**config.mk**
```make
export PLATFORM = sky130hd
export DESIGN_NAME = stepper_step_pulse_generator_unit_flat
export DESIGN_NICKNAME = d
export VERILOG_FILES = /design/src/design/sppg_pkg.sv /design/src/design/sppg_if.sv /design/src/design/stepper_step_pulse_generator_unit.sv /design/src/design/sppg_in_stage.sv /design/src/design/sppg_exec.sv /design/src/design/sppg_out_stage.sv /design/src/flat_wrapper.sv
export VERILOG_INCLUDE_DIRS = /design/src /design/src/design
export SDC_FILE = /design/constraint.sdc
export NUM_CORES = 1
export LEC_CHECK = 0
export BUFFER_PORTS_ARGS = -buffer_cell sky130_fd_sc_hd__clkbuf_2
export CAP_MARGIN = 20
export CORE_MARGIN = 8
export CORE_UTILIZATION = 54
export DETAILED_ROUTE_END_ITERATION = 10
export PLACE_DENSITY = 0.81
export SYNTH_ARGS = -nofsm -noshare
export SYNTH_HDL_FRONTEND = slang
export SYNTH_SLANG_ARGS = --single-unit
export TNS_END_PERCENT = 5
```
**constraint.sdc**
```tcl
create_clock -name clk -period 4.8 [get_ports clk]
set_input_delay 0.48 -clock clk [delete_from_list [all_inputs] [get_ports clk]]
set_output_delay 0.48 -clock clk [all_outputs]
set_load 0.01 [all_outputs]
```
**src/design/stepper_step_pulse_generator_unit_macros.svh**
```systemverilog
// assertion helpers used by sppg_exec
`ifndef STEPPER_STEP_PULSE_GENERATOR_UNIT_MACROS_SVH
`define STEPPER_STEP_PULSE_GENERATOR_UNIT_MACROS_SVH

// same-cycle implication, checked outside reset
`define SPPG_ASSERT_IMPL(label, ante, cons) \
  label: assert property (@(posedge clk) disable iff (rst) (ante) |-> (cons)) \
    else $error("sppg assertion failed");

// next-cycle implication, checked outside reset
`define SPPG_ASSERT_NEXT(label, ante, cons) \
  label: assert property (@(posedge clk) disable iff (rst) (ante) |=> (cons)) \
    else $error("sppg assertion failed");

`endif

```
**src/design/sppg_pkg.sv**
```systemverilog
`timescale 1ns / 1ps
`default_nettype none

package sppg_pkg;

  localparam int STEP_COUNT_BITS = 24;
  localparam int HALF_STEPS_W = 24;
  localparam int CFG_DATA_W = 32;
  localparam int CFG_INDEX_W = 2;

  typedef logic [STEP_COUNT_BITS-1:0] step_cnt_t;

  typedef enum logic [2:0] {
    CMD_TICK    = 3'd0,
    CMD_LOAD    = 3'd1,
    CMD_START   = 3'd2,
    CMD_STOP    = 3'd3,
    CMD_SET_DIR = 3'd4,
    CMD_SET_POS = 3'd5
  } cmd_t;

  typedef enum logic [1:0] {
    STATUS_OK    = 2'd0,
    STATUS_ERR   = 2'd1,
    STATUS_PARAM = 2'd2,
    STATUS_INTR  = 2'd3
  } status_t;

  typedef enum logic [CFG_INDEX_W-1:0] {
    REG_STEP_SIZE = 2'd0,
    REG_POS_MIN   = 2'd1,
    REG_POS_MAX   = 2'd2,
    REG_DIR_REV   = 2'd3
  } reg_idx_t;

  typedef struct packed {
    logic [2:0]               cmd;
    logic [15:0]              timer_now;
    logic [15:0]              timer_reload;
    logic [HALF_STEPS_W-1:0]  half_steps;
    logic                     dir_value;
    logic signed [31:0]       pos_load;
  } item_t;

  typedef struct packed {
    status_t            status;
    logic               step_pin;
    logic               dir_pin;
    logic               sleep_pin;
    logic               running;
    logic signed [31:0] position_out;
  } res_t;

  typedef struct packed {
    logic held;
    logic adv;
  } flow_t;

  // fit the half-step field to the step counter width
  function automatic step_cnt_t to_steps(input logic [HALF_STEPS_W-1:0] h);
    logic [STEP_COUNT_BITS+HALF_STEPS_W-1:0] wide;
    wide = {{STEP_COUNT_BITS{1'b0}}, h};
    return wide[STEP_COUNT_BITS-1:0];
  endfunction

endpackage

`default_nettype wire

```
**src/design/sppg_if.sv**
```systemverilog
`timescale 1ns / 1ps
`default_nettype none

interface sppg_item_if;
  logic               valid;
  logic               ready;
  logic [2:0]         cmd;
  logic [15:0]        timer_now;
  logic [15:0]        timer_reload;
  logic [23:0]        half_steps;
  logic               dir_value;
  logic signed [31:0] pos_load;

  modport source (
    output valid, cmd, timer_now, timer_reload, half_steps, dir_value, pos_load,
    input  ready
  );
  modport sink (
    input  valid, cmd, timer_now, timer_reload, half_steps, dir_value, pos_load,
    output ready
  );
endinterface

interface sppg_result_if;
  logic               valid;
  logic               ready;
  logic [1:0]         status;
  logic               step_pin;
  logic               dir_pin;
  logic               sleep_pin;
  logic               running;
  logic signed [31:0] position_out;

  modport source (
    output valid, status, step_pin, dir_pin, sleep_pin, running, position_out,
    input  ready
  );
  modport sink (
    input  valid, status, step_pin, dir_pin, sleep_pin, running, position_out,
    output ready
  );
endinterface

`default_nettype wire

```
**src/design/stepper_step_pulse_generator_unit.sv**
```systemverilog
// a result is offered once its input transaction has passed the input register and then the result register
// throughput: one transaction per cycle while the result side keeps taking results
// input register and result register let a new transaction in while a result waits
// reset: synchronous, active high; motion state cleared, driver asleep, step size 1
`timescale 1ns / 1ps
`default_nettype none

module stepper_step_pulse_generator_unit (
  input  wire logic                               clk,
  input  wire logic                               rst,
  input  wire logic                               cfg_we,
  input  wire logic [sppg_pkg::CFG_INDEX_W-1:0]   cfg_index,
  input  wire logic [sppg_pkg::CFG_DATA_W-1:0]    cfg_data,
  sppg_item_if.sink                               item,
  sppg_result_if.source                           result
);
  import sppg_pkg::*;

  flow_t flow;
  item_t held_item;
  res_t  res;
  logic  out_free;

  sppg_in_stage u_in (
    .clk       (clk),
    .rst       (rst),
    .item      (item),
    .out_free  (out_free),
    .flow      (flow),
    .held_item (held_item)
  );

  sppg_exec u_exec (
    .clk       (clk),
    .rst       (rst),
    .cfg_we    (cfg_we),
    .cfg_index (cfg_index),
    .cfg_data  (cfg_data),
    .flow      (flow),
    .item      (held_item),
    .res       (res)
  );

  sppg_out_stage u_out (
    .clk      (clk),
    .rst      (rst),
    .flow     (flow),
    .res_in   (res),
    .result   (result),
    .out_free (out_free)
  );

endmodule

`default_nettype wire

```
**src/design/sppg_in_stage.sv**
```systemverilog
`timescale 1ns / 1ps
`default_nettype none

module sppg_in_stage (
  input  wire logic           clk,
  input  wire logic           rst,
  sppg_item_if.sink           item,
  input  wire logic           out_free,
  output sppg_pkg::flow_t     flow,
  output sppg_pkg::item_t     held_item
);
  import sppg_pkg::*;

  logic held;
  logic adv;
  logic take;

  assign adv  = held && out_free;
  assign take = item.valid && item.ready;
  assign item.ready = !held || adv;

  assign flow.held = held;
  assign flow.adv  = adv;

  always_ff @(posedge clk) begin
    if (rst) begin
      held <= 1'b0;
    end else if (take) begin
      held <= 1'b1;
    end else if (adv) begin
      held <= 1'b0;
    end
  end

  always_ff @(posedge clk) begin
    if (take) begin
      held_item.cmd          <= item.cmd;
      held_item.timer_now    <= item.timer_now;
      held_item.timer_reload <= item.timer_reload;
      held_item.half_steps   <= item.half_steps;
      held_item.dir_value    <= item.dir_value;
      held_item.pos_load     <= item.pos_load;
    end
  end

endmodule

`default_nettype wire

```
**src/design/sppg_exec.sv**
```systemverilog
`timescale 1ns / 1ps
`default_nettype none

`include "stepper_step_pulse_generator_unit_macros.svh"

module sppg_exec (
  input  wire logic                               clk,
  input  wire logic                               rst,
  input  wire logic                               cfg_we,
  input  wire logic [sppg_pkg::CFG_INDEX_W-1:0]   cfg_index,
  input  wire logic [sppg_pkg::CFG_DATA_W-1:0]    cfg_data,
  input  wire sppg_pkg::flow_t                    flow,
  input  wire sppg_pkg::item_t                    item,
  output sppg_pkg::res_t                          res
);
  import sppg_pkg::*;

  // configuration
  logic [15:0]        step_units;
  logic signed [31:0] position_min;
  logic signed [31:0] position_max;
  logic               dir_reversed;

  // motion state
  logic [15:0] countdown,      countdown_next;
  logic [15:0] reload_value,   reload_value_next;
  step_cnt_t   steps_left,     steps_left_next;
  logic        step_level,     step_level_next;
  logic        is_running,     is_running_next;
  logic        is_asleep,      is_asleep_next;
  logic        direction_flag, direction_flag_next;
  logic [31:0] position,       position_next;

  step_cnt_t   steps_dec;
  logic [31:0] step_ext;
  status_t     status;

  assign step_ext = {16'd0, step_units};

  always_ff @(posedge clk) begin
    if (rst) begin
      step_units   <= 16'd1;
      position_min <= '0;
      position_max <= '0;
      dir_reversed <= 1'b0;
    end else if (cfg_we) begin
      case (reg_idx_t'(cfg_index))
        REG_STEP_SIZE: step_units   <= cfg_data[15:0];
        REG_POS_MIN:   position_min <= cfg_data[31:0];
        REG_POS_MAX:   position_max <= cfg_data[31:0];
        REG_DIR_REV:   dir_reversed <= cfg_data[0];
        default: ;
      endcase
    end
  end

  always_comb begin
    countdown_next      = countdown;
    reload_value_next   = reload_value;
    steps_left_next     = steps_left;
    step_level_next     = step_level;
    is_running_next     = is_running;
    is_asleep_next      = is_asleep;
    direction_flag_next = direction_flag;
    position_next       = position;
    status              = STATUS_OK;
    steps_dec           = (steps_left == '0) ? '0 : steps_left - 1'b1;

    case (cmd_t'(item.cmd))
      CMD_TICK: begin
        if (!is_running || is_asleep) begin
          status = STATUS_ERR;
        end else if (countdown <= 16'd1) begin
          countdown_next  = reload_value;
          steps_left_next = steps_dec;
          if (steps_dec == '0) begin
            is_running_next = 1'b0;
            is_asleep_next  = 1'b1;
          end
          if (step_level) begin
            step_level_next = 1'b0;
          end else begin
            step_level_next = 1'b1;
            position_next   = direction_flag ? position + step_ext : position - step_ext;
          end
        end else begin
          countdown_next = countdown - 16'd1;
        end
      end
      CMD_LOAD: begin
        countdown_next    = item.timer_now;
        reload_value_next = item.timer_reload;
        steps_left_next   = to_steps(item.half_steps);
      end
      CMD_START: begin
        if (countdown == 16'd0 || reload_value == 16'd0 || steps_left == '0) begin
          status = STATUS_PARAM;
        end else if (step_level) begin
          status = STATUS_ERR;
        end else begin
          is_asleep_next  = 1'b0;
          is_running_next = 1'b1;
        end
      end
      CMD_STOP: begin
        is_running_next = 1'b0;
        is_asleep_next  = 1'b1;
        step_level_next = 1'b0;
        status          = (steps_left != '0) ? STATUS_INTR : STATUS_OK;
      end
      CMD_SET_DIR: begin
        direction_flag_next = item.dir_value;
      end
      CMD_SET_POS: begin
        if (item.pos_load < position_min || position_max < item.pos_load) begin
          status = STATUS_PARAM;
        end else begin
          position_next = item.pos_load;
        end
      end
      default: begin
        status = STATUS_ERR;
      end
    endcase

    res.status       = status;
    res.step_pin     = step_level_next;
    res.dir_pin      = direction_flag_next ^ dir_reversed;
    res.sleep_pin    = !is_asleep_next;
    res.running      = is_running_next;
    res.position_out = position_next;
  end

  always_ff @(posedge clk) begin
    if (rst) begin
      countdown      <= '0;
      reload_value   <= '0;
      steps_left     <= '0;
      step_level     <= 1'b0;
      is_running     <= 1'b0;
      is_asleep      <= 1'b1;
      direction_flag <= 1'b0;
      position       <= '0;
    end else if (flow.adv) begin
      countdown      <= countdown_next;
      reload_value   <= reload_value_next;
      steps_left     <= steps_left_next;
      step_level     <= step_level_next;
      is_running     <= is_running_next;
      is_asleep      <= is_asleep_next;
      direction_flag <= direction_flag_next;
      position       <= position_next;
    end
  end

  `SPPG_ASSERT_IMPL(a_run_awake, is_running, !is_asleep)
  `SPPG_ASSERT_NEXT(a_stop_clears, flow.adv && item.cmd == CMD_STOP, !is_running && !step_level)
  `SPPG_ASSERT_NEXT(a_idle_tick_holds, flow.adv && item.cmd == CMD_TICK && !is_running, $stable(position) && $stable(steps_left))
  `SPPG_ASSERT_NEXT(a_no_adv_holds, !flow.adv, $stable(position) && $stable(steps_left) && $stable(step_level))

endmodule

`default_nettype wire

```
**src/design/sppg_out_stage.sv**
```systemverilog
`timescale 1ns / 1ps
`default_nettype none

module sppg_out_stage (
  input  wire logic         clk,
  input  wire logic         rst,
  input  wire sppg_pkg::flow_t flow,
  input  wire sppg_pkg::res_t  res_in,
  sppg_result_if.source     result,
  output logic              out_free
);
  import sppg_pkg::*;

  logic   valid;
  res_t   data;

  assign out_free = !valid || result.ready;

  always_ff @(posedge clk) begin
    if (rst) begin
      valid <= 1'b0;
    end else if (flow.adv) begin
      valid <= 1'b1;
    end else if (result.ready) begin
      valid <= 1'b0;
    end
  end

  always_ff @(posedge clk) begin
    if (flow.adv) begin
      data <= res_in;
    end
  end

  assign result.valid        = valid;
  assign result.status       = data.status;
  assign result.step_pin     = data.step_pin;
  assign result.dir_pin      = data.dir_pin;
  assign result.sleep_pin    = data.sleep_pin;
  assign result.running      = data.running;
  assign result.position_out = data.position_out;

endmodule

`default_nettype wire
```
**src/flat_wrapper.sv**
```systemverilog
// flat-port wrapper written by rule: the top's interface ports become plain ports
module stepper_step_pulse_generator_unit_flat import sppg_pkg::*;
  (clk, rst, cfg_we, cfg_index, cfg_data, item_valid, item_cmd, item_timer_now, item_timer_reload, item_half_steps, item_dir_value, item_pos_load, item_ready, result_valid, result_status, result_step_pin, result_dir_pin, result_sleep_pin, result_running, result_position_out, result_ready);
  sppg_item_if item_i ();
  sppg_result_if result_i ();
  input  wire logic clk;
  input  wire logic rst;
  input  wire logic cfg_we;
  input  wire logic [sppg_pkg::CFG_INDEX_W-1:0] cfg_index;
  input  wire logic [sppg_pkg::CFG_DATA_W-1:0] cfg_data;
  input wire logic [$bits(item_i.valid)-1:0] item_valid;
  input wire logic [$bits(item_i.cmd)-1:0] item_cmd;
  input wire logic [$bits(item_i.timer_now)-1:0] item_timer_now;
  input wire logic [$bits(item_i.timer_reload)-1:0] item_timer_reload;
  input wire logic [$bits(item_i.half_steps)-1:0] item_half_steps;
  input wire logic [$bits(item_i.dir_value)-1:0] item_dir_value;
  input wire logic [$bits(item_i.pos_load)-1:0] item_pos_load;
  output wire logic [$bits(item_i.ready)-1:0] item_ready;
  output wire logic [$bits(result_i.valid)-1:0] result_valid;
  output wire logic [$bits(result_i.status)-1:0] result_status;
  output wire logic [$bits(result_i.step_pin)-1:0] result_step_pin;
  output wire logic [$bits(result_i.dir_pin)-1:0] result_dir_pin;
  output wire logic [$bits(result_i.sleep_pin)-1:0] result_sleep_pin;
  output wire logic [$bits(result_i.running)-1:0] result_running;
  output wire logic [$bits(result_i.position_out)-1:0] result_position_out;
  input wire logic [$bits(result_i.ready)-1:0] result_ready;
  assign item_i.valid = item_valid;
  assign item_i.cmd = item_cmd;
  assign item_i.timer_now = item_timer_now;
  assign item_i.timer_reload = item_timer_reload;
  assign item_i.half_steps = item_half_steps;
  assign item_i.dir_value = item_dir_value;
  assign item_i.pos_load = item_pos_load;
  assign item_ready = item_i.ready;
  assign result_valid = result_i.valid;
  assign result_status = result_i.status;
  assign result_step_pin = result_i.step_pin;
  assign result_dir_pin = result_i.dir_pin;
  assign result_sleep_pin = result_i.sleep_pin;
  assign result_running = result_i.running;
  assign result_position_out = result_i.position_out;
  assign result_i.ready = result_ready;
  stepper_step_pulse_generator_unit u_core (.clk(clk), .rst(rst), .cfg_we(cfg_we), .cfg_index(cfg_index), .cfg_data(cfg_data), .item(item_i), .result(result_i));
endmodule
```
== Word level (Yosys, flattened, before mapping) ==
Index checks and enable logic that the tools add are counted.

* Logic and storage cells: 114
* Output and inout port bits: 40
* Flip-flop bits (word level): 305

* $lt $le $gt $ge: 3
* Bitwise gates (word level): 1
* Eq/ne operators: 10
* Mux-type cells: 40
* Add/subtract/negate cells: 4
* Reduce and logical (&&, ||, !) cells: 30

{| class="wikitable"
|+ Operators by type and width
! operator !! count
|-
| 32-bit two-way mux || 5
|-
| 24-bit two-way mux || 3
|-
| 32-bit < comparator || 2
|-
| 32-bit one-hot mux with 2 select lines || 1
|-
| 24-bit zero test || 2
|-
| 24-bit one-hot mux with 2 select lines || 1
|-
| 32-bit by 16-bit adder with 32-bit output || 1
|-
| 16-bit zero test || 2
|-
| 16-bit two-way mux || 2
|-
| 16-bit one-hot mux with 2 select lines || 1
|-
| 32-bit by 16-bit subtractor with 32-bit output || 1
|-
| 24-bit nonzero test || 1
|-
| 24-bit by 1-bit subtractor with 24-bit output (second input constant) || 1
|-
| 1-bit two-way mux || 20
|-
| 16-bit by 1-bit <= comparator with 1-bit output (second input constant) || 1
|-
| 16-bit by 1-bit subtractor with 16-bit output (second input constant) || 1
|-
| 2-bit one-hot mux with 5 select lines || 1
|-
| 2-bit AND reduction || 5
|-
| 3-bit by 2-bit equality test with 1-bit output (second input constant) || 2
|-
| 3-bit equality test (second input constant) || 2
|-
| 1-bit logical OR || 6
|-
| 2-bit two-way mux || 3
|-
| 1-bit one-hot mux with 3 select lines || 2
|-
| 2-bit nonzero test || 3
|-
| other kinds (13) || 19
|}

== Depth between registers and ports, before layout ==
Gate-level depths: netlist (run 1).

* Depth after elaboration: 8
* Depth in mapped cells: 19
* Depth with buffers taken out: 18

== By module ==
Synthesis (run 1) repeated with hierarchy kept, for this count alone.

* Cells, all modules: 1847
* Area total of the unflattened synthesis: 16304.4 µm²

{| class="wikitable"
|+ By module, submodules not included
! module !! area an instance (µm²) !! instances !! cells an instance
|-
| sppg_exec || 12276.8 || 1 || 1705
|-
| sppg_in_stage || 2840.2 || 1 || 100
|-
| sppg_out_stage || 1187.4 || 1 || 42
|}

== Least setup slack after synthesis (run 1) ==
Ideal clock, no wire load.

* Path kind: register -> register
* Start: register u_core.u_exec.step_units[2]
* End: register u_core.u_out.data (netlist bit u_core.u_out.result.position_out[24]) (data pin)
* Period minus slack after synthesis: 4.487 ns
* Arrival: 4.226 ns
* Library setup time: 0.261 ns
* Path slack: 0.313 ns
* Buffers on the path: 0
* Cell stages (with the launch flop): 18
* Cell sequence: dfxtp_1 nor3_1 nand3_1 nor4_1 nand2_1 nor4_1 ha_1 mux2_2 ha_1 a21oi_1 o211ai_1 a211oi_1 o21ba_2 o22ai_1 o21a_1 or2_2 xor2_1 a221o_1

{| class="wikitable"
|+ RTL lines
! item !! line !! text
|-
| start: declaration || sppg_exec.sv:19 || <nowiki>logic [15:0] step_units;</nowiki>
|-
| start signal: assignment || sppg_exec.sv:48 || <nowiki>REG_STEP_SIZE: step_units <= cfg_data[15:0];</nowiki>
|-
| end signal: assignment || sppg_out_stage.sv:31 || <nowiki>data <= res_in;</nowiki>
|-
| end: declaration || sppg_out_stage.sv:15 || <nowiki>res_t data;</nowiki>
|}

==> results.json, run 1 <==
{
  "status": "completed",
  "synth_top_area_cell": "edfxtp_1",
  "synth_seq_area_share_pct": 45.08,
  "worst_skew_pair.late_latency_ns": 0.52,
  "clock-root-buffer": "clkbuf_16",
  "ports": 171,
  "drt-wirelength-per-cell_um": 19.54,
  "postSynthRegisterBits": 305,
  "synth-main-ff-cell": "dfxtp_1",
  "critPathLaunchType": "flop",
  "clkSinkCount": 305,
  "initial_utilization_pct": 54.29,
  "routed-via-count": 14460,
  "clk_pin_slew_worst_paths_ns": 0.06,
  "sum_of_buffers_and_inverters_on_the_critical_path": 0,
  "timing.critical_path.cells": "nor3_1, nand3_1, nor4_4, nand2_1, nor4_1, ha_1, mux2_2, ha_1, a21oi_1, o211ai_1, a211oi_1, o21ba_2, o22ai_1, o21a_1, or2_2, xor2_1, a221o_1",
  "timing.hold.worst.class": "input pin to flop",
  "timing_max_transition_violations_final": 0,
  "setup_violations": 0,
  "synth_cell_type_count": 92,
  "syn_nets": 2070,
  "grt_start_max_net_pins": 73,
  "n_antenna_cell": 0,
  "count_of_max_cap_constraint_violations": 0,
  "post_cts_hold_buffer_count": 0,
  "number_of_nets_with_antenna_violations_after_detailed_routing": 0,
  "die_y_um": 190.4,
  "final_hold_viol_count": 0,
  "required_ns": 5.06,
  "grt.overflow.total": 0,
  "route.detailed.vias_per_inst": 6.015,
  "synth_edf_count": 130,
  "critical_path_arrival_ns": 4.66,
  "place_congestion": 0.9600,
  "placedCellCount": 2339,
  "cts_tree": "built",
  "async_reset_ff_share_pct": 0,
  "final_cells": 2404,
  "fmax_ghz": 0.2271,
  "cts_made_buffers": 35,
  "critical-path-top-cell-by-count": "ha_1",
  "grt.total_usage_pct": 25.42,
  "portBuffers": 170,
  "first_global_vias": 14096,
  "cp_max_fo": 5,
  "max-slew-margin-rel_pct": 36.66,
  "finalSetupTns_ns": 0,
  "worstMarginPinSlew_ns": 0.9465,
  "criticalPathCategory": "flop to flop",
  "rows": 64,
  "yosysWarningCount": 0,
  "postSynthAreaPerCell_um2": 8.955,
  "power_density_mw_per_mm2": 348.0,
  "critical-path-top-delay-family": "compound AO/OA/AOI/OAI gates",
  "nNetsFinal": 2216,
  "drt_iter0_markers": 1263,
  "cp-end-kind": "flop",
  "fin_crit_ns": 4.403,
  "grt_antenna_before_repair": 2,
  "cts.path.max_buffers": 3,
  "detailed_place_hpwl_um": 33860,
  "crit_slowest_cell": "dfxtp_1",
  "global_route_wire_length_before_repair_um": 75010,
  "min_period_over_period_pct": 91.72,
  "synth_largest_type_area_fraction_pct": 23.76,
  "post_synth_inst_count": 1835,
  "clock_tree.htree_level_count": 2,
  "p_leak_nw": 7.433,
  "post_route_cells_drive_above_1_share_pct": 15.19,
  "grt_setup_unrepaired": "false",
  "remaining_drc_errors": 0,
  "wirelength_um": 46980,
  "area_delta_synth_final_pct": 14.42,
  "chip_width_um": 190.4,
  "detail_route.first_pass.iterations": 7,
  "core-area_mm2": 0.03027,
  "die_area_mm2": 0.03627,
  "leading_post_synthesis_cells_by_cell_area": "edfxtp_1 (24%), dfxtp_1 (21%), ha_1 (7.8%), nand2_1 (7.0%), a21oi_1 (5.8%)",
  "ir_worst_vdd_mv": 0.2467,
  "post_synth_instance_area_mm2": 0.01643,
  "timing.critical_path.slowest_cell_delay_ns": 0.35,
  "clock-skew-final_ns": 0.01342
}
==> registers in the layout, indices dropped and copies added, names as in the netlist, 2 cells and up <==
| signal | cells |
|---|---|
| u_core.u_exec.position_max | 32 |
| u_core.u_exec.countdown | 16 |
| u_core.u_out.result.status | 2 |
| u_core.u_exec.step_units | 16 |
| u_core.u_in.held_item | 92 |
| u_core.u_out.result.position_out | 32 |
| u_core.u_exec.reload_value | 16 |
| u_core.u_exec.steps_left | 24 |
| u_core.u_exec.position_min | 32 |
| u_core.u_exec.position | 32 |
==> cells in the mapped netlist (all sizes together), types with 14 or more instances <==
cell type and number:
a211oi 41, a31oi 25, a21oi 192, o21ai 74, nand2 309, dfxtp 175, nand2b 14, nor4 24
xor2 27, nand3 26, ha 103, nor2 155, inv 97, o211ai 16, a22oi 31, nor3 32
clkbuf 74, edfxtp 130, a21o 21, buf 18, xnor2 37
==> power by group <==
| part | leakage (nW) | switching (mW) | internal, mW |
|---|---|---|---|
| combinational | 4.20 | 0.639 | 0.409 |
| clock | 0.546 | 1.09 | 1.50 |
| sequential | 2.68 | 0.0827 | 2.82 |
| total | 7.43 | 1.81 | 4.73 |
==> final timing paths <==
kind,slack [ns],endpoint,start,cells after the start
setup / recovery,0.40,u_core.u_out.result.position_out[24]$_DFFE_PP_,u_core.u_exec.step_units[2]$_SDFFE_PP0P_,17
hold reg to reg,0.45,u_core.u_exec.position_min[21]$_SDFFE_PP0P_,u_core.u_exec.position_min[21]$_SDFFE_PP0P_,2
hold / removal,0.13,u_core.u_in.held_item[11]$_DFFE_PP_,item_pos_load[11],1
setup reg to reg,0.40,u_core.u_out.result.position_out[24]$_DFFE_PP_,u_core.u_exec.step_units[2]$_SDFFE_PP0P_,17
==> metrics by stage <==
stage               util [%]  power [mW]  hold slack, ns  instance area [um^2]  setup slack (ns)
finish                 62.12       6.543          0.1322                 18800            0.3975
detailed placement     58.28       3.976          0.4467                 17640            0.2271
global placement       58.28       3.947          0.4414                 17640            0.4070
CTS                    62.00       6.563          0.1212                 18770            0.1936
floorplan                  -       3.650          0.4318                 16430            0.3128
global route           62.12       6.801          0.1252                 18800          0.008656
==> logic make-up after synthesis <==
logic type	synth area share [%]
AND/OR/NAND/NOR	17.97
AO/OA/AOI/OAI	19.87
flip-flops	45.08
buffers and inverters	4.713
adder cells (fa/ha/maj)	7.965
XOR/XNOR	3.411
multiplexers	0.9974
==> timing repair <==
| item | CTS | global route |
|---|---|---|
| gates resized for setup | 0 | 6 |
| endpoints found under the setup margin | 0 | 5 |
| hold endpoints to repair | 0 | 0 |
| buffers inserted | 0 | 0 |
==> routing by layer <==
metal / GRT usage (%) / vias up / share of wire [%]
met4: 9.785 / 4 / 3.7
met1: 33.15 / 6902 / 43
met5: 0 / - / 0.064
met3: 4.353 / 124 / 6.7
li1: - / 6907 / -
met2: 41.69 / 523 / 47
==> cell usage in the layout, fill, tap and decap left out, types with 9 or more instances in the layout <==
master and instances:
nand2_1 306, a21oi_1 191, dfxtp_1 175, clkbuf_2 169, nor2_1 152, edfxtp_1 130
ha_1 103, inv_1 96, o21ai_0 71, a211oi_1 40, xnor2_1 37, clkbuf_16 36
a22oi_1 31, buf_4 31, nor3_1 29, xor2_1 27, nand3_1 26, a31oi_1 25
a21o_1 21, nor4_1 19, o211ai_1 15, nand2b_1 13, mux2i_1 13, or3_1 12
a311oi_1 11, nor2b_1 10, nand4_1 10, o21a_1 10, o22ai_1 10, o31ai_1 9
==> layout make-up <==
type | count | area, um^2
clock buffers | 46 | 978.4
flip-flops and latches | 305 | 7407
inverters | 97 | 364.1
well taps | 396 | 495.5
multi-input cells | 1341 | 8322
clock inverters | 18 | 145.1
fillers | 2565 | 11470
repair buffers | 201 | 1090
No activity file was read; power rests on OpenSTA's default activity.
==> inputs of run 2 (changes only) <==
--- a/config.mk
+++ b/config.mk
@@ -9,9 +9,10 @@
 export BUFFER_PORTS_ARGS = -buffer_cell sky130_fd_sc_hd__clkbuf_2
 export CAP_MARGIN = 20
 export CORE_MARGIN = 8
-export CORE_UTILIZATION = 54
+export CORE_UTILIZATION = 56
+export CTS_BUF_LIST = sky130_fd_sc_hd__clkbuf_4
 export DETAILED_ROUTE_END_ITERATION = 10
-export PLACE_DENSITY = 0.81
+export PLACE_DENSITY = 0.83
 export SYNTH_ARGS = -nofsm -noshare
 export SYNTH_HDL_FRONTEND = slang
 export SYNTH_SLANG_ARGS = --single-unit
==> results.json, run 2 (same netlist as run 1, synthesis figures left out) <==
{
  "cp_max_fo": 5,
  "grt_start_max_net_pins": 66,
  "cts_made_buffers": 81,
  "max-slew-margin-rel_pct": 36.30,
  "routed-via-count": 15238,
  "detail_route.first_pass.iterations": 6,
  "criticalPathCategory": "flop to flop",
  "total_power_mw": 6.387,
  "route.detailed.vias_per_inst": 5.892,
  "most-common-layout-cells": "nand2_1 (306), a21oi_1 (191), dfxtp_1 (175), clkbuf_2 (169), nor2_1 (152)",
  "number_of_nets_with_antenna_violations_after_detailed_routing": 0,
  "net-switching-power_mw": 1.876,
  "grt.overflow.total": 0,
  "portBuffers": 170,
  "critical_path_arrival_ns": 4.90,
  "sequential_cell_fraction_of_total_power_pct": 45.4,
  "required_ns": 5.23,
  "grt.total_usage_pct": 27.04,
  "wirelength_um": 48770,
  "largest_register": "u_core.u_in.held_item",
  "min_delay_path_depth": 3,
  "drt-wirelength-per-cell_um": 18.86,
  "cp-end-kind": "flop",
  "clk_pin_slew_worst_paths_ns": 0.06,
  "ports": 171,
  "core-area_mm2": 0.02878,
  "cts_tree": "built",
  "nNetsFinal": 2368,
  "layout.cells.most_common": "nand2_1",
  "worst_skew_pair.late_latency_ns": 0.70,
  "grt_setup_unrepaired": "false",
  "clock-root-buffer": "clkbuf_4",
  "grt_antenna_before_repair": 2,
  "place_congestion": 0.9320,
  "regToRegStartpoint": "u_core.u_exec.step_units[2]$_SDFFE_PP0P_",
  "finalSetupTns_ns": 0,
  "final_hold_viol_count": 0,
  "power_density_mw_per_mm2": 322.8,
  "timing.hold.worst.class": "input pin to flop",
  "holdCritStartpoint": "cfg_data[17]",
  "clkSinkCount": 305,
  "ir_worst_vdd_mv": 0.2132,
  "cts.path.max_buffers": 3,
  "initial_utilization_pct": 57.10,
  "remaining_drc_errors": 0,
  "postLayoutCoreUtil_pct": 68.76,
  "drt_iter0_markers": 1309,
  "die_y_um": 187.3,
  "worst-r2r-setup-slack_ns": 0.33,
  "detailed_place_hpwl_um": 33340,
  "min_to": "u_core.u_exec.position_min[17]$_SDFFE_PP0P_",
  "largest_register_ffs": 92,
  "area_delta_synth_final_pct": 20.43,
  "post-route-worst-setup-slack_ns": 0.3268,
  "placed_cell_area_mm2": 0.01763,
  "status": "completed",
  "min_period_over_period_pct": 93.19,
  "clock-skew-final_ns": 0.06313,
  "p_leak_nw": 7.966,
  "post_route_cells_drive_above_1_share_pct": 17.23,
  "sw_frac_of_total_pct": 29.37,
  "power.combinational.fraction_pct": 17.5,
  "rr_worst_depth": 17,
  "global_route_wire_length_before_repair_um": 78150,
  "count_of_max_cap_constraint_violations": 0,
  "fmax_ghz": 0.2236,
  "fin_area_mm2": 0.01979,
  "clock_tree.htree_level_count": 3,
  "timing_max_transition_violations_final": 0,
  "die_area_mm2": 0.03508,
  "power_frac_clock_pct": 37.1,
  "rows": 62,
  "capture_instance_of_the_worst_register_to_register_path": "u_core.u_out.result.position_out[24]$_DFFE_PP_",
  "chip_width_um": 187.3,
  "critPathLaunchType": "flop",
  "intPower_mw": 4.511,
  "setup_violations": 0,
  "worstMarginPinSlew_ns": 0.9520,
  "first_global_vias": 15223,
  "fin_crit_ns": 4.473,
  "preCtsSetupSlack_ns": 0.2546
}
[run 2: critical path, stage by stage (launching register included)]
cell,delay [ns]
dfxtp_1,0.35
nor3_1,0.20
nand3_1,0.14
nor4_1,0.34
nand2_1,0.13
nor4_1,0.23
ha_1,0.29
mux2_2,0.28
ha_1,0.30
a21oi_1,0.23
o211ai_1,0.16
a211oi_1,0.26
o21ba_2,0.18
o22ai_1,0.17
o21a_1,0.24
or2_2,0.29
xor2_1,0.14
a221o_1,0.29
[run 2: final cells by class]
class                      count  area, um^2
antenna                        2       5.005
clock buffer                 115       863.3
clock inverter                35       216.5
fill                        2244        8991
inverter                      97       364.1
multi-input combinational   1341        8303
sequential                   305        7407
tap                          384       480.5
timing repair buffer         307        2150
[run 2: through the flow]
step | hold slack (ns) | std cells
2_1_floorplan | 0.4318 | 1835
3_3_place_gp | 0.4384 | 2327
3_5_place_dp | 0.4444 | 2327
4_1_cts | 0.002574 | 2581
5_1_grt | 0.01030 | 2586
6_report | 0.03540 | 2586
[run 2: worst max-delay path by stage]
| stage | from | end | slack (ns) | cells past startpoint |
|---|---|---|---|---|
| floorplan | u_core.u_exec.step_units[2]$_SDFFE_PP0P_ | u_core.u_out.result.position_out[24]$_DFFE_PP_ | 0.31 | 17 |
| global placement | u_core.u_exec.step_units[0]$_SDFFE_PP1P_ | u_core.u_out.result.position_out[26]$_DFFE_PP_ | 0.38 | 16 |
| detailed placement | u_core.u_exec.step_units[0]$_SDFFE_PP1P_ | u_core.u_out.result.position_out[26]$_DFFE_PP_ | 0.25 | 16 |
| CTS | u_core.u_exec.step_units[0]$_SDFFE_PP1P_ | u_core.u_out.result.position_out[26]$_DFFE_PP_ | 0.24 | 16 |
| global route | u_core.u_exec.step_units[2]$_SDFFE_PP0P_ | u_core.u_out.result.position_out[24]$_DFFE_PP_ | 0.03 | 17 |
| finish | u_core.u_exec.step_units[2]$_SDFFE_PP0P_ | u_core.u_out.result.position_out[24]$_DFFE_PP_ | 0.33 | 17 |
[run 2: timing repair]
| item | 4_1_cts | 5_1_grt |
|---|---|---|
| buffers inserted | 0 | 0 |
| resized for setup | 0 | 3 |
| hold endpoints to repair | 113 | 0 |
| hold buffers | 104 | 0 |
| setup endpoints to repair | 0 | 6 |
[run 2: power by group through the flow]
stage | sequential [mW] | combinational (mW) | clock [mW]
finish | 2.90 | 1.12 | 2.37
global route | 2.91 | 1.23 | 2.56
CTS | 2.90 | 1.09 | 2.40
detailed placement | 2.95 | 1.02 | 0
global placement | 2.95 | 0.994 | 0
floorplan | 2.93 | 0.725 | 0
[run 2: layer usage]
layer / vias to the layer above / share of wire [%] / track usage [%]
met1: 7158 / 41 / 33.54
met3: 125 / 6.8 / 4.512
li1: 7268 / - / -
met4: 0 / 3.8 / 12.46
met5: - / 0 / 0
met2: 687 / 48 / 45.50
==> inputs of run 3 (changes only) <==
--- a/config.mk
+++ b/config.mk
@@ -12,8 +12,9 @@
 export CORE_UTILIZATION = 56
 export CTS_BUF_LIST = sky130_fd_sc_hd__clkbuf_4
 export DETAILED_ROUTE_END_ITERATION = 10
-export PLACE_DENSITY = 0.83
+export HOLD_SLACK_MARGIN = 0.06
+export PLACE_DENSITY_LB_ADDON = 0.15
 export SYNTH_ARGS = -nofsm -noshare
 export SYNTH_HDL_FRONTEND = slang
 export SYNTH_SLANG_ARGS = --single-unit
-export TNS_END_PERCENT = 5
+export TNS_END_PERCENT = 10
==> results.json, run 3 (same netlist as run 1, synthesis figures left out) <==
{
  "clock_tree.htree_level_count": 3,
  "cts_made_buffers": 81,
  "holdCritStartpoint": "cfg_index[1]",
  "drt_iter0_markers": 1125,
  "largest_register_ffs": 92,
  "finalSetupTns_ns": 0,
  "status": "completed",
  "min_period_over_period_pct": 91.93,
  "number_of_nets_with_antenna_violations_after_detailed_routing": 0,
  "critical_path_arrival_ns": 4.87,
  "place_congestion": 0.9977,
  "wirelength_um": 47870,
  "core-area_mm2": 0.02878,
  "p_leak_nw": 8.035,
  "grt_start_max_net_pins": 87,
  "count_of_max_cap_constraint_violations": 0,
  "power_density_mw_per_mm2": 318.6,
  "remaining_drc_errors": 0,
  "largest_register": "u_core.u_in.held_item",
  "route.detailed.vias_per_inst": 5.814,
  "timing.hold.worst.class": "input pin to flop",
  "fin_crit_ns": 4.413,
  "cp_max_fo": 5,
  "fillerInstances": 2319,
  "criticalPathCategory": "flop to flop",
  "critical_path.startpoint": "u_core.u_exec.step_units[2]$_SDFFE_PP0P_",
  "critPathLaunchType": "flop",
  "timing.critical_path.cells": "nor3_1, nand3_1, nor4_2, nand2_1, nor4_1, ha_1, mux2_2, ha_1, a21oi_1, o211ai_1, a211oi_1, o21ba_2, o22ai_1, o21a_1, or2_2, xor2_1, a221o_1",
  "sw_frac_of_total_pct": 28.80,
  "die_area_mm2": 0.03508,
  "final_hold_viol_count": 0,
  "area_delta_synth_final_pct": 21.56,
  "post_route_cells_drive_above_1_share_pct": 17.06,
  "sum_of_buffers_and_inverters_on_the_critical_path": 0,
  "drt-wirelength-per-cell_um": 18.41,
  "portBuffers": 170,
  "ports": 171,
  "grt_setup_unrepaired": "false",
  "nNetsFinal": 2387,
  "sequential_cell_fraction_of_total_power_pct": 45.5,
  "intPower_mw": 4.532,
  "most-common-layout-cells": "nand2_1 (306), a21oi_1 (191), dfxtp_1 (175), clkbuf_2 (169), nor2_1 (152)",
  "power.combinational.fraction_pct": 17.6,
  "setup_violations": 0,
  "clkSinkCount": 305,
  "grt.overflow.total": 0,
  "critical-path-top-delay-family": "compound AO/OA/AOI/OAI gates",
  "rows": 62,
  "grt_antenna_before_repair": 1,
  "net-switching-power_mw": 1.833,
  "detailed_place_hpwl_um": 32560,
  "clock-skew-final_ns": 0.04917,
  "regToRegStartpoint": "u_core.u_exec.step_units[2]$_SDFFE_PP0P_",
  "timing_max_transition_violations_final": 0,
  "critical-path-top-cell-by-count": "ha_1",
  "cts_post_setup_buffers_inserted": 0,
  "total_power_mw": 6.365,
  "worst_skew_pair.late_latency_ns": 0.74,
  "detail_route.first_pass.iterations": 5,
  "crit_slowest_cell": "dfxtp_1",
  "power_frac_clock_pct": 36.9,
  "clk_pin_slew_worst_paths_ns": 0.07,
  "fmax_ghz": 0.2266,
  "layout.cells.most_common": "nand2_1",
  "timing.critical_path.slowest_cell_delay_ns": 0.36,
  "cp-end-kind": "flop",
  "ir_worst_vdd_mv": 0.2608,
  "initial_utilization_pct": 57.10,
  "clock-root-buffer": "clkbuf_4",
  "first_global_vias": 14785,
  "chip_width_um": 187.3,
  "routed-via-count": 15123,
  "max-slew-margin-rel_pct": 30.66,
  "global_route_wire_length_before_repair_um": 76880,
  "cts_tree": "built",
  "cts.path.max_buffers": 3,
  "grt.total_usage_pct": 26.73,
  "die_y_um": 187.3,
  "postLayoutCoreUtil_pct": 69.41,
  "required_ns": 5.26,
  "worstMarginPinSlew_ns": 1.035
}
[run 3: cell count changes in the layout (fill, tap and decap cells not counted), sizes merged]
cell and change:
buf -3, bufinv -1, clkbuf +10, clkinv -13
clkinvlp +1, diode -1, dlygate4sd3 +22
[run 3: per-layer routing]
metal | vias up | part of all wire (%) | global-route usage, %
li1 | 7299 | - | -
met1 | 7141 | 43 | 34.19
met2 | 560 | 46 | 43.16
met3 | 123 | 6.8 | 5.462
met4 | 0 | 3.9 | 11.91
met5 | - | 0 | 0
[run 3: worst paths after layout]
path              slack [ns]                                             end  depth (start not counted)
hold / removal          0.18         u_core.u_exec.dir_reversed$_SDFFE_PP0P_                          4
setup / recovery        0.39  u_core.u_out.result.position_out[24]$_DFFE_PP_                         17
hold reg to reg         0.45      u_core.u_exec.position_min[0]$_SDFFE_PP0P_                          2
setup reg to reg        0.39  u_core.u_out.result.position_out[24]$_DFFE_PP_                         17
[run 3: stage by stage]
step / cells / hold WS [ns] / setup WS, ns / instance area, um^2
finish: 2601 / 0.1819 / 0.3874 / 19980
detailed placement: 2326 / 0.4448 / 0.3215 / 17630
global route: 2601 / 0.1854 / 0.03568 / 19980
floorplan: 1835 / 0.4318 / 0.3128 / 16430
CTS: 2599 / 0.1329 / 0.2901 / 19960
global placement: 2326 / 0.4405 / 0.3763 / 17630
[run 3: power by group through the flow]
stage,registers (mW),logic [mW],clock network [mW]
2_1_floorplan,2.93,0.725,0
3_3_place_gp,2.95,0.997,0
3_5_place_dp,2.95,1.02,0
4_1_cts,2.90,1.10,2.39
5_1_grt,2.91,1.24,2.53
6_report,2.90,1.12,2.35
[run 3: repair_timing]
| action | 4_1_cts | 5_1_grt |
|---|---|---|
| endpoints found under the hold margin | 174 | 0 |
| setup endpoints to repair | 0 | 4 |
| gates resized for setup | 0 | 3 |
| hold buffers | 126 | 0 |
[run 3: cell type report]
cell class	instances	area [um^2]	area share, %
diodes	1	2.502	0.01253
well taps	384	480.5	2.405
clock inverters	22	126.4	0.6326
multi-input cells	1341	8304	41.57
flip-flops and latches	305	7407	37.08
repair buffers	326	2352	11.78
clock buffers	125	938.4	4.698
inverters	97	364.1	1.823
[run 3: worst register-to-register path, delay by kind of cell (launching register included)]
kind | cells | cell delay (ns)
DFF | 1 | 0.36
adders and majority gates | 2 | 0.59
AOI/OAI and AO/OA | 7 | 1.51
muxes | 1 | 0.28
xor gates and xnor gates | 1 | 0.15
and+or+nand+nor | 6 | 1.26
